<file path="config.mk">
export PLATFORM = sky130hd
export DESIGN_NAME = lin_slave_frame_handler
export DESIGN_NICKNAME = d
export VERILOG_FILES = /design/src/lsfh_pkg.sv /design/src/lin_slave_frame_handler.sv
export VERILOG_INCLUDE_DIRS = /design/src /design/src/src
export SDC_FILE = /design/constraint.sdc
export NUM_CORES = 1
export LEC_CHECK = 0
export BUFFER_PORTS_ARGS = -buffer_cell sky130_fd_sc_hd__buf_2
export CAP_MARGIN = 15
export CORE_MARGIN = 1
export CORE_UTILIZATION = 30
export CTS_CLUSTER_SIZE = 28
export DETAILED_ROUTE_END_ITERATION = 10
export PLACE_DENSITY_LB_ADDON = 0.05
export SLEW_MARGIN = 10
export SYNTH_ARGS = -nofsm -noshare
export SYNTH_HDL_FRONTEND = slang
export SYNTH_SLANG_ARGS = --single-unit
</file>
<file path="constraint.sdc">
create_clock -name i_clk -period 7.3 [get_ports i_clk]
set_input_delay 0.365 -clock i_clk [delete_from_list [all_inputs] [get_ports i_clk]]
set_output_delay 0.365 -clock i_clk [all_outputs]
set_load 0.02 [all_outputs]
</file>
<file path="src/lin_slave_frame_handler_assert.svh">
// Assertion macros for the LIN slave frame handler.
// Clocked on i_clk and disabled while i_rst_n is low; no other dependencies.
`ifndef LIN_SLAVE_FRAME_HANDLER_ASSERT_SVH
`define LIN_SLAVE_FRAME_HANDLER_ASSERT_SVH

// A condition that must hold at every clock edge outside reset.
`define LSFH_ASSERT_ALWAYS(label, cond, msg) \
    label: assert property (@(posedge i_clk) disable iff (!i_rst_n) (cond)) \
        else $error(msg);

// A trigger that must be followed by a condition in the next cycle.
`define LSFH_ASSERT_NEXT(label, trig, cond, msg) \
    label: assert property (@(posedge i_clk) disable iff (!i_rst_n) \
        (trig) |=> (cond)) else $error(msg);

`endif

</file>
<file path="src/lsfh_pkg.sv">
// Shared types, codes and helper functions of the LIN slave frame handler.
// No dependencies.
package lsfh_pkg;

    localparam int TABLE_ENTRIES_DEF = 8;
    localparam int ID_W              = 6;
    localparam int ENTRY_W           = 3;
    localparam int LEN_W             = 4;
    localparam int CNT_W             = 4;
    localparam int IDS_W             = 48;
    localparam int DIRS_W            = 8;
    localparam int CFG_W             = 48;
    localparam int MAX_BYTES         = 8;

    localparam logic [7:0] SYNC_BYTE = 8'h55;
    localparam logic [7:0] ID_MASK   = 8'hFC;
    localparam logic [7:0] PAR_MASK  = 8'h03;

    // Command codes on the input tuser.
    localparam logic [1:0] CMD_BREAK = 2'd0;
    localparam logic [1:0] CMD_BUS   = 2'd1;
    localparam logic [1:0] CMD_USER  = 2'd2;

    // Configuration register indexes.
    localparam logic CFG_IDS  = 1'b0;
    localparam logic CFG_DIRS = 1'b1;

    // Result kinds on the output tuser.
    localparam logic [2:0] KIND_REQ     = 3'd0;
    localparam logic [2:0] KIND_TX      = 3'd1;
    localparam logic [2:0] KIND_RX      = 3'd2;
    localparam logic [2:0] KIND_BAD_SYN = 3'd3;
    localparam logic [2:0] KIND_BAD_PAR = 3'd4;
    localparam logic [2:0] KIND_UNK_ID  = 3'd5;
    localparam logic [2:0] KIND_BAD_CHK = 3'd6;

    typedef enum logic [2:0] {
        PH_IDLE,
        PH_SYNC,
        PH_ID,
        PH_TX,
        PH_RX
    } t_phase;

    // A run of results caused by one request; bytes[0] goes out first.
    typedef struct packed {
        logic [2:0]                 kind;
        logic [ENTRY_W-1:0]         entry;
        logic [ID_W-1:0]            frame_id;
        logic [LEN_W-1:0]           data_length;
        logic [CNT_W-1:0]           cnt;
        logic [MAX_BYTES-1:0][7:0]  bytes;
    } t_burst;

    function automatic logic [LEN_W-1:0] len_of(input logic [ID_W-1:0] id);
        logic [LEN_W-1:0] len;
        case (id[1:0])
            2'd3:    len = 4'd8;
            2'd2:    len = 4'd4;
            default: len = 4'd2;
        endcase
        return len;
    endfunction

    // Bit 1 = b7^b6^b5^b3, bit 0 = not(b6^b4^b3^b2).
    function automatic logic [1:0] id_parity(input logic [7:0] b);
        logic p1;
        logic p0;
        p1 = b[7] ^ b[6] ^ b[5] ^ b[3];
        p0 = ~(b[6] ^ b[4] ^ b[3] ^ b[2]);
        return {p1, p0};
    endfunction

endpackage

</file>
<file path="src/lin_slave_frame_handler.sv">
// LIN slave frame handler: each request is decoded in the cycle it is accepted,
// and its results leave from a registered output slot one per cycle while
// i_m_tready is high; a result waits in the spare slot while the output is busy.
// Throughput: one request per cycle; a run holds the output until its last result
// is taken; requests stall only while both the output and spare slots are full.
// Reset (synchronous, active low) clears the phase, frame state, table and slots.
module lin_slave_frame_handler #(
    parameter int TABLE_ENTRIES = lsfh_pkg::TABLE_ENTRIES_DEF
) (
    input  logic                       i_clk,
    input  logic                       i_rst_n,
    // Configuration write port.
    input  logic                       i_cfg_we,
    input  logic                       i_cfg_idx,
    input  logic [lsfh_pkg::CFG_W-1:0] i_cfg_data,
    // Request stream.
    input  logic                       i_s_tvalid,
    output logic                       o_s_tready,
    input  logic [7:0]                 i_s_tdata,   // [7:0] data
    input  logic [1:0]                 i_s_tuser,   // [1:0] cmd
    // Result stream.
    output logic                       o_m_tvalid,
    input  logic                       i_m_tready,
    // [7:0] byte_out, [10:8] entry, [16:11] frame_id, [20:17] data_length, rest 0
    output logic [23:0]                o_m_tdata,
    output logic [2:0]                 o_m_tuser,   // [2:0] kind
    output logic                       o_m_tlast
);
    import lsfh_pkg::*;

    logic [IDS_W-1:0]            r_table_ids;
    logic [DIRS_W-1:0]           r_table_dirs;

    t_phase                      r_phase, n_phase;
    logic [ENTRY_W-1:0]          r_cur_entry, n_cur_entry;
    logic [ID_W-1:0]             r_cur_id, n_cur_id;
    logic [LEN_W-1:0]            r_left, n_left;
    logic [7:0]                  r_sum, n_sum;
    logic [MAX_BYTES-1:0][7:0]   r_rx_buf;

    logic                        r_out_valid;
    t_burst                      r_out;
    logic                        r_pend_valid;
    t_burst                      r_pend;

    logic                        w_in_acc;
    logic [ID_W-1:0]             w_id;
    logic [LEN_W-1:0]            w_len;
    logic [LEN_W-1:0]            w_cur_len;
    logic                        w_par_ok;
    logic                        w_hit;
    logic [ENTRY_W-1:0]          w_hit_idx;
    logic [7:0]                  w_sum_d;
    logic [LEN_W-1:0]            w_left_dec;
    logic                        w_rx_we;
    logic [2:0]                  w_rx_idx;
    logic                        w_new_valid;
    t_burst                      w_new;
    logic                        w_beat;
    logic                        w_out_free;

    assign o_s_tready = !r_pend_valid;
    assign w_in_acc   = i_s_tvalid && o_s_tready;

    assign w_id      = ID_W'((i_s_tdata & ID_MASK) >> 2);
    assign w_len     = len_of(w_id);
    assign w_par_ok  = (i_s_tdata & PAR_MASK) == {6'd0, id_parity(i_s_tdata)};
    assign w_cur_len = len_of(r_cur_id);
    assign w_sum_d   = r_sum + i_s_tdata;
    assign w_rx_idx  = 3'(w_cur_len - r_left);

    // First matching entry wins, so scan from the top down.
    always_comb begin
        w_hit     = 1'b0;
        w_hit_idx = '0;
        for (int i = TABLE_ENTRIES - 1; i >= 0; i--) begin
            if (r_table_ids[ID_W*i +: ID_W] == w_id) begin
                w_hit     = 1'b1;
                w_hit_idx = ENTRY_W'(i);
            end
        end
    end

    always_comb begin
        n_phase     = r_phase;
        n_cur_entry = r_cur_entry;
        n_cur_id    = r_cur_id;
        n_left      = r_left;
        n_sum       = r_sum;
        w_rx_we     = 1'b0;
        w_new_valid = 1'b0;
        w_new       = '0;
        w_left_dec  = (r_left != '0) ? r_left - 4'd1 : r_left;
        if (w_in_acc) begin
            case (i_s_tuser)
                CMD_BREAK: begin
                    n_phase = PH_SYNC;
                end
                CMD_BUS: begin
                    case (r_phase)
                        PH_SYNC: begin
                            if (i_s_tdata != SYNC_BYTE) begin
                                w_new_valid = 1'b1;
                                w_new.kind  = KIND_BAD_SYN;
                                w_new.cnt   = 4'd1;
                                n_phase     = PH_IDLE;
                            end else begin
                                n_phase = PH_ID;
                            end
                        end
                        PH_ID: begin
                            n_phase           = PH_IDLE;
                            w_new.frame_id    = w_id;
                            w_new.data_length = w_len;
                            w_new.cnt         = 4'd1;
                            if (!w_par_ok) begin
                                w_new_valid = 1'b1;
                                w_new.kind  = KIND_BAD_PAR;
                            end else if (!w_hit) begin
                                w_new_valid = 1'b1;
                                w_new.kind  = KIND_UNK_ID;
                            end else begin
                                n_cur_entry = w_hit_idx;
                                n_cur_id    = w_id;
                                n_left      = w_len;
                                n_sum       = '0;
                                if (r_table_dirs[w_hit_idx]) begin
                                    n_phase = PH_RX;
                                end else begin
                                    n_phase     = PH_TX;
                                    w_new_valid = 1'b1;
                                    w_new.kind  = KIND_REQ;
                                    w_new.entry = w_hit_idx;
                                end
                            end
                        end
                        PH_RX: begin
                            if (r_left != '0) begin
                                w_rx_we = 1'b1;
                                n_sum   = w_sum_d;
                                n_left  = r_left - 4'd1;
                            end else begin
                                n_phase           = PH_IDLE;
                                w_new_valid       = 1'b1;
                                w_new.entry       = r_cur_entry;
                                w_new.frame_id    = r_cur_id;
                                w_new.data_length = w_cur_len;
                                if (~r_sum == i_s_tdata) begin
                                    w_new.kind  = KIND_RX;
                                    w_new.cnt   = w_cur_len;
                                    w_new.bytes = r_rx_buf;
                                end else begin
                                    w_new.kind = KIND_BAD_CHK;
                                    w_new.cnt  = 4'd1;
                                end
                            end
                        end
                        default: ;
                    endcase
                end
                CMD_USER: begin
                    if (r_phase == PH_TX) begin
                        w_new_valid       = 1'b1;
                        w_new.kind        = KIND_TX;
                        w_new.entry       = r_cur_entry;
                        w_new.frame_id    = r_cur_id;
                        w_new.data_length = w_cur_len;
                        w_new.bytes[0]    = i_s_tdata;
                        n_sum             = w_sum_d;
                        n_left            = w_left_dec;
                        if (w_left_dec == '0) begin
                            // Final data byte: the checksum follows it.
                            w_new.cnt      = 4'd2;
                            w_new.bytes[1] = ~w_sum_d;
                            n_phase        = PH_IDLE;
                        end else begin
                            w_new.cnt = 4'd1;
                        end
                    end
                end
                default: ;
            endcase
        end
    end

    always_ff @(posedge i_clk) begin
        if (!i_rst_n) begin
            r_phase      <= PH_IDLE;
            r_cur_entry  <= '0;
            r_cur_id     <= '0;
            r_left       <= '0;
            r_sum        <= '0;
            r_table_ids  <= '0;
            r_table_dirs <= '0;
        end else begin
            r_phase     <= n_phase;
            r_cur_entry <= n_cur_entry;
            r_cur_id    <= n_cur_id;
            r_left      <= n_left;
            r_sum       <= n_sum;
            if (i_cfg_we) begin
                case (i_cfg_idx)
                    CFG_IDS:  r_table_ids  <= i_cfg_data[IDS_W-1:0];
                    CFG_DIRS: r_table_dirs <= i_cfg_data[DIRS_W-1:0];
                    default: ;
                endcase
            end
        end
    end

    always_ff @(posedge i_clk) begin
        if (w_rx_we) begin
            r_rx_buf[w_rx_idx] <= i_s_tdata;
        end
    end

    // Output slot plus one spare slot; the spare fills only while the output is busy.
    assign w_beat     = r_out_valid && i_m_tready;
    assign w_out_free = !r_out_valid || (w_beat && r_out.cnt == 4'd1);

    always_ff @(posedge i_clk) begin
        if (!i_rst_n) begin
            r_out_valid  <= 1'b0;
            r_pend_valid <= 1'b0;
        end else if (w_out_free) begin
            if (r_pend_valid) begin
                r_out_valid  <= 1'b1;
                r_pend_valid <= 1'b0;
            end else begin
                r_out_valid <= w_new_valid;
            end
        end else if (w_new_valid) begin
            r_pend_valid <= 1'b1;
        end
    end

    always_ff @(posedge i_clk) begin
        if (w_out_free) begin
            if (r_pend_valid) begin
                r_out <= r_pend;
            end else begin
                r_out <= w_new;
            end
        end else begin
            if (w_beat) begin
                r_out.cnt   <= r_out.cnt - 4'd1;
                r_out.bytes <= r_out.bytes >> 8;
            end
            if (w_new_valid) begin
                r_pend <= w_new;
            end
        end
    end

    assign o_m_tvalid = r_out_valid;
    assign o_m_tuser  = r_out.kind;
    assign o_m_tlast  = r_out.cnt == 4'd1;
    assign o_m_tdata  = {3'd0, r_out.data_length, r_out.frame_id, r_out.entry,
                         r_out.bytes[0]};

`include "lin_slave_frame_handler_assert.svh"

    `LSFH_ASSERT_ALWAYS(a_pend_behind_out, !r_pend_valid || r_out_valid,
        "spare slot holds a run while the output slot is empty")
    `LSFH_ASSERT_ALWAYS(a_out_cnt_range,
        !r_out_valid || (r_out.cnt != '0 && r_out.cnt <= 4'd8),
        "output run length out of range")
    `LSFH_ASSERT_ALWAYS(a_rx_left_bound, r_phase != PH_RX || r_left <= w_cur_len,
        "receive byte count exceeds frame length")
    `LSFH_ASSERT_NEXT(a_beat_advance, w_beat && r_out.cnt > 4'd1,
        r_out_valid && r_out.cnt == $past(r_out.cnt) - 4'd1,
        "multi-result run did not advance after a taken beat")

endmodule
</file>
## Yosys cells after proc, flatten, opt, wreduce, memory -nomap -nowiden

Index checks and enable logic that the tools add are counted.

| storage, ports and cells | value |
|---|---|
| bits in registers | 314 |
| bits of input ports | 64 |
| word-level logic and storage cells | 197 |

| operators by class | value |
|---|---|
| add/subtract/negate cells | 4 |
| order comparisons | 3 |
| equal/unequal tests | 30 |
| mux-type cells | 84 |
| bitwise operators | 12 |
| reductions and logical operators | 21 |

Operators with widths:

| kind | number |
|---|---|
| $mux W84 | 3 |
| $mux W68 | 2 |
| $mux W64 | 2 |
| $bwmux W64 | 1 |
| $mux W3 | 20 |
| $eq A6 B6 Y1 | 8 |
| $mux W48 | 1 |
| $mux W8 | 6 |
| $pmux W20 S2 | 1 |
| $pmux W16 S2 | 1 |
| $pmux W4 S2 | 4 |
| $pmux W8 S2 | 2 |
| $pmux W3 S3 | 3 |
| $pmux W13 S2 | 1 |
| $demux W8 S3 | 1 |
| $mux W1 | 22 |
| $mux W4 | 5 |
| $mux W18 | 1 |
| $mux W16 | 1 |
| $not A8 Y8 | 2 |
| $ne A3 B3 Y1 const B | 4 |
| $pmux W4 S3 | 1 |
| $reduce_and A6 Y1 | 2 |
| $eq A2 B2 Y1 const B | 5 |
| 34 further kinds | 55 |

## Depth between registers and ports, before layout

| logic depth | value |
|---|---|
| depth in word-level cells | 19 |
| mapped depth | 12 |
| gate-level depth less buffers | 11 |

## Worst setup path before layout

No wires, ideal clock.

| path | value |
|---|---|
| path type | input to register |
| start point | input i_s_tdata[2] |
| end point | register r_pend[0] in the netlist's numbering (enable) |
| setup time | 525 ps |
| arrival time | 5,784 ps |
| data required time | 6,775 ps |
| slack | 991 ps |
| stages | 10 |
| path buffers | 1 |
| cells stage by stage | buf_6 > xor2_1 > nor4_2 > a211oi_1 > o311ai_1 > mux2i_1 > nor2_1 > a2bb2oi_2 > a221o_1 > nor2_1 |

| between the ends | value |
|---|---|
| cells in the longest elaborated chain, start to end | 18 |
| elaborated cells on any way between the ends | 38 |
| classes of those cells | eq/ne: 10; mux: 25; bitwise: 2; reduce/logical: 1 |

Ends and longest elaborated chain:

| what | line | source |
|---|---|---|
| from (decl) | lin_slave_frame_handler.sv:19 | `input logic [7:0] i_s_tdata,` |
| $eq A6 B6 Y1 | lin_slave_frame_handler.sv:77 | `if (r_table_ids[ID_W*i +: ID_W] == w_id) begin` |
| $mux W3 (8 in series) | lin_slave_frame_handler.sv:77 |  |
| $bmux W1 S3 | lin_slave_frame_handler.sv:127 | `if (r_table_dirs[w_hit_idx]) begin` |
| $mux W1 (implied by the code) | lin_slave_frame_handler.sv:127 |  |
| $mux W1 | lin_slave_frame_handler.sv:127 |  |
| $mux W1 | lin_slave_frame_handler.sv:119 | `end else if (!w_hit) begin` |
| $mux W1 | lin_slave_frame_handler.sv:116 | `if (!w_par_ok) begin` |
| $pmux W1 S3 (*) | lin_slave_frame_handler.sv:100 | `case (r_phase)` |
| $pmux W1 S2 (*) | lin_slave_frame_handler.sv:95 | `case (i_s_tuser)` |
| $mux W1 (*) | lin_slave_frame_handler.sv:94 | `if (w_in_acc) begin` |
| $reduce_and A2 Y1 (no line) (*) | - |  |
| to (signal assigned) | lin_slave_frame_handler.sv:250 | `r_pend <= w_new;` |
| to (decl) | lin_slave_frame_handler.sv:44 | `t_burst r_pend;` |

Every way passes the cells marked *; elsewhere a longest branch is shown, timed or not. The select of a mux whose other input is x is not followed.
A chain may end at the register's enable or synchronous reset.

## Worst setup path in the final report

| path | value |
|---|---|
| start point | input i_s_tdata[2] |
| end point | register r_pend[55] in the netlist's numbering (enable) |

Same word-level chain as after synthesis.

==> results.tsv <==
metric	value	unit
CTS Buffer Depth	3	
Post-synth ARST share	0	%
vias per cell	4.708	
initial antenna violation count	0	
R2R Setup Slk	3.38	ns
Synth area leader	edfxtp_1	
mux contribution to synthesized area	0.6553	%
maxcap violations	0	
YS warnings	0	
Hold Path Stages	3	
residual DRC count	0	
RSZ-0062 raised after global routing	false	
worst reg2reg path depth	10	
Worst Slack Setup Final	3.306	ns
first-pass GRT wire length	55.01	mm
Sum Neg Setup Slack	0	ns
final WL	35.45	mm
htree depth	2	
Finished Cell Area	15810	µm²
Die W	216.1	µm
measured slew at the worst slew-check pin	1.042	ns
Setup Skew	0.008181	ns
1st-pass router iterations	5	
synth cell count leaders	230 x edfxtp_1, 186 x nand2_1, 162 x a21oi_1	
Hold Vio Cnt, Final	0	
r2r endpoint	r_pend[55]	
number of synthesized flops with an enable pin	230	
Antenna Violating Nets Remaining	0	
CP endpoint kind	flop	
Synth area leaders	edfxtp_1 50%, dfxtp_1 12%, a21oi_1 5.9%	
Synth Area in Compound Gates	12.56	%
Worst Hold Class	primary input to flop	
Diodes inserted	0	
period utilization	54.71	%
cts repair resizes	0	
IO buf count	89	
cts bufs inserted	38	
crit start category	primary input	
Fmax	250.4	MHz
minimum clock period	3.994	ns
Nets	1370	
number of global-route vias before repair	9134	
count leader, synth	edfxtp_1	
WP data required	7.49	ns
post-synthesis cell area	13750	µm²
placer congestion estimate	0.8187	
register area share after synthesis	62.18	%
Synth Flop Type	edfxtp_1	
Vias	9020	
CP Class	primary input to flop	
Setup Fix Bufs, Post-CTS	0	
GRT Util Overall	15.46	%
hold_sp	i_cfg_data[43]	
leakage power	5.626	nW
Filler Cell Count	4635	
Area after DPL	14670	µm²
Die Height	216.1	µm
largest net degree at the start of global routing	83	
worst path cell trace	buf_2, xor2_1, nor4_2, a211oi_1, o311ai_1, mux2i_1, nor2_1, a2bb2oi_2, a221o_1, nor2_4, buf_12	
Yosys reg bits	312	
drt wl/cell	18.50	µm
share of cells above drive strength 1	14.21	%
final hold slack	0.06542	ns
IO Pins	94	
grt ovf	0	
max-slew violation count	0	
Final setup viols	0	
synthesized area per cell	11.18	µm²
RR Startpoint	r_table_ids[41]	
xor and xnor area share after synthesis	4.396	%
Synth Area in Simple Gates	14.39	%
CTS clock-pin slew for the worst setup and hold paths	0.06	ns
CTS tree	done	
Core Area	45280	µm²
outcome	finished, final reports clean	
critical path peak fanout	66	
Clock Root Buffer	clkbuf_16	
CP max stage delay	0.64	ns
hold-fix buffer count after cts	0	
Slowest cell on crit path	o311ai_1	
Peak VDD IR	106.9	µV
Adder-Cell Fraction of Synth Area	1.565	%
row count	78	
synth unique cells	70	
Initial DRC Count	509	
Clk Latency, worst-skew pair	0.54	ns
crit path DAT	4.18	ns
largest family of logic cells by synthesized area	simple AND/OR/NAND/NOR gates	
Syn-to-layout area delta	15.01	%
DP HPWL	22.12	mm
CTS sink cnt	312	
post-synthesis cell count	1230	
P per Cell Area	244.8	nW/µm²
Yosys top cell area share	50.24	%
worst hold endpoint	r_table_ids[43]	
Die ar.	46680	µm²
max-slew headroom at the worst pin	30.28	%
Initial Util	30.36	%
Setup WS pre-CTS	2.697	ns
[worst max path at each step]
| stage | start | slack [ns] | cells past startpoint | end |
|---|---|---|---|---|
| 6_report | i_s_tdata[2] | 3.31 | 11 | r_pend[55] |
| 2_1_floorplan | i_s_tdata[2] | 0.99 | 10 | r_pend[0] |
| 4_1_cts | i_s_tdata[2] | 3.29 | 11 | r_pend[55] |
| 3_5_place_dp | i_s_tdata[2] | 2.70 | 11 | r_pend[63] |
| 5_1_grt | i_s_tdata[2] | 3.00 | 11 | r_pend[23] |
| 3_3_place_gp | i_s_tdata[2] | 2.73 | 11 | r_pend[61] |
[sequential cells by signal, indices dropped and copies added, names as in the netlist, 4 cells and up]
signal	cells
r_rx_buf	64
r_left	4
r_out	60
r_table_dirs	8
r_sum	8
r_pend	83
o_m_tdata	20
r_table_ids	48
r_cur_id	6
[area by class of cell]
class | count | area, µm² | area share [%]
multi-input combinational | 804 | 4672 | 29.55
tap | 600 | 750.7 | 4.748
timing repair buffer | 110 | 615.6 | 3.894
clock buffer | 57 | 1064 | 6.727
sequential | 312 | 8549 | 54.08
inverter | 24 | 90.09 | 0.5698
clock inverter | 9 | 68.82 | 0.4353
[per-stage QoR]
stage	utilization [%]	instances	power [W]
floorplan	-	1233	0.002079
global placement	32.40	1849	0.002149
detailed placement	32.40	1849	0.002151
CTS	34.90	1915	0.003936
global route	34.91	1916	0.004026
finish	34.91	1916	0.003870
[metal layers]
layer  track usage [%]  wire, µm  share of wire [%]  vias up
met1             20.76     16810                 47     4338
met2             25.36     16600                 47      173
met3             2.400      1273                3.6       48
met5                 0         0                  0        -
met4             5.188       763                2.2        0
li1                  -         -                  -     4461
[layout by cell type (no fill, tap or decap), types with 20 or more instances in the layout]
cell type	n
inv_1	23
buf_4	20
dfxtp_1	81
edfxtp_1	230
clkbuf_16	39
xor2_1	26
nand2_1	186
buf_2	89
o21ai_0	56
xnor2_1	43
a21oi_1	162
and2_1	50
nor2_1	76
nor3_1	23
[power breakdown]
part | leakage [nW] | internal (W) | switching, W
sequential | 2.88 | 0.00190 | 0.0000134
clock | 0.551 | 0.00104 | 0.000721
combinational | 2.20 | 0.0000695 | 0.000125
total | 5.63 | 0.00301 | 0.000860
[critical path, delay by kind of cell]
| kind | cells | cell delay [ns] |
|---|---|---|
| AO/OA/AOI/OAI | 4 | 1.42 |
| multiplexers | 1 | 0.25 |
| buffers and inverters | 2 | 0.98 |
| AND/OR/NAND/NOR | 3 | 0.93 |
| XOR/XNOR | 1 | 0.16 |
[cell families after synthesis]
kind of cell	Yosys count
DFF	312
xor gates and xnor gates	69
and+or+nand+nor	416
muxes	9
adders and majority gates	16
buffers and inverters	117
AOI/OAI and AO/OA	290
other	1
(Power assumes the default switching activity.)
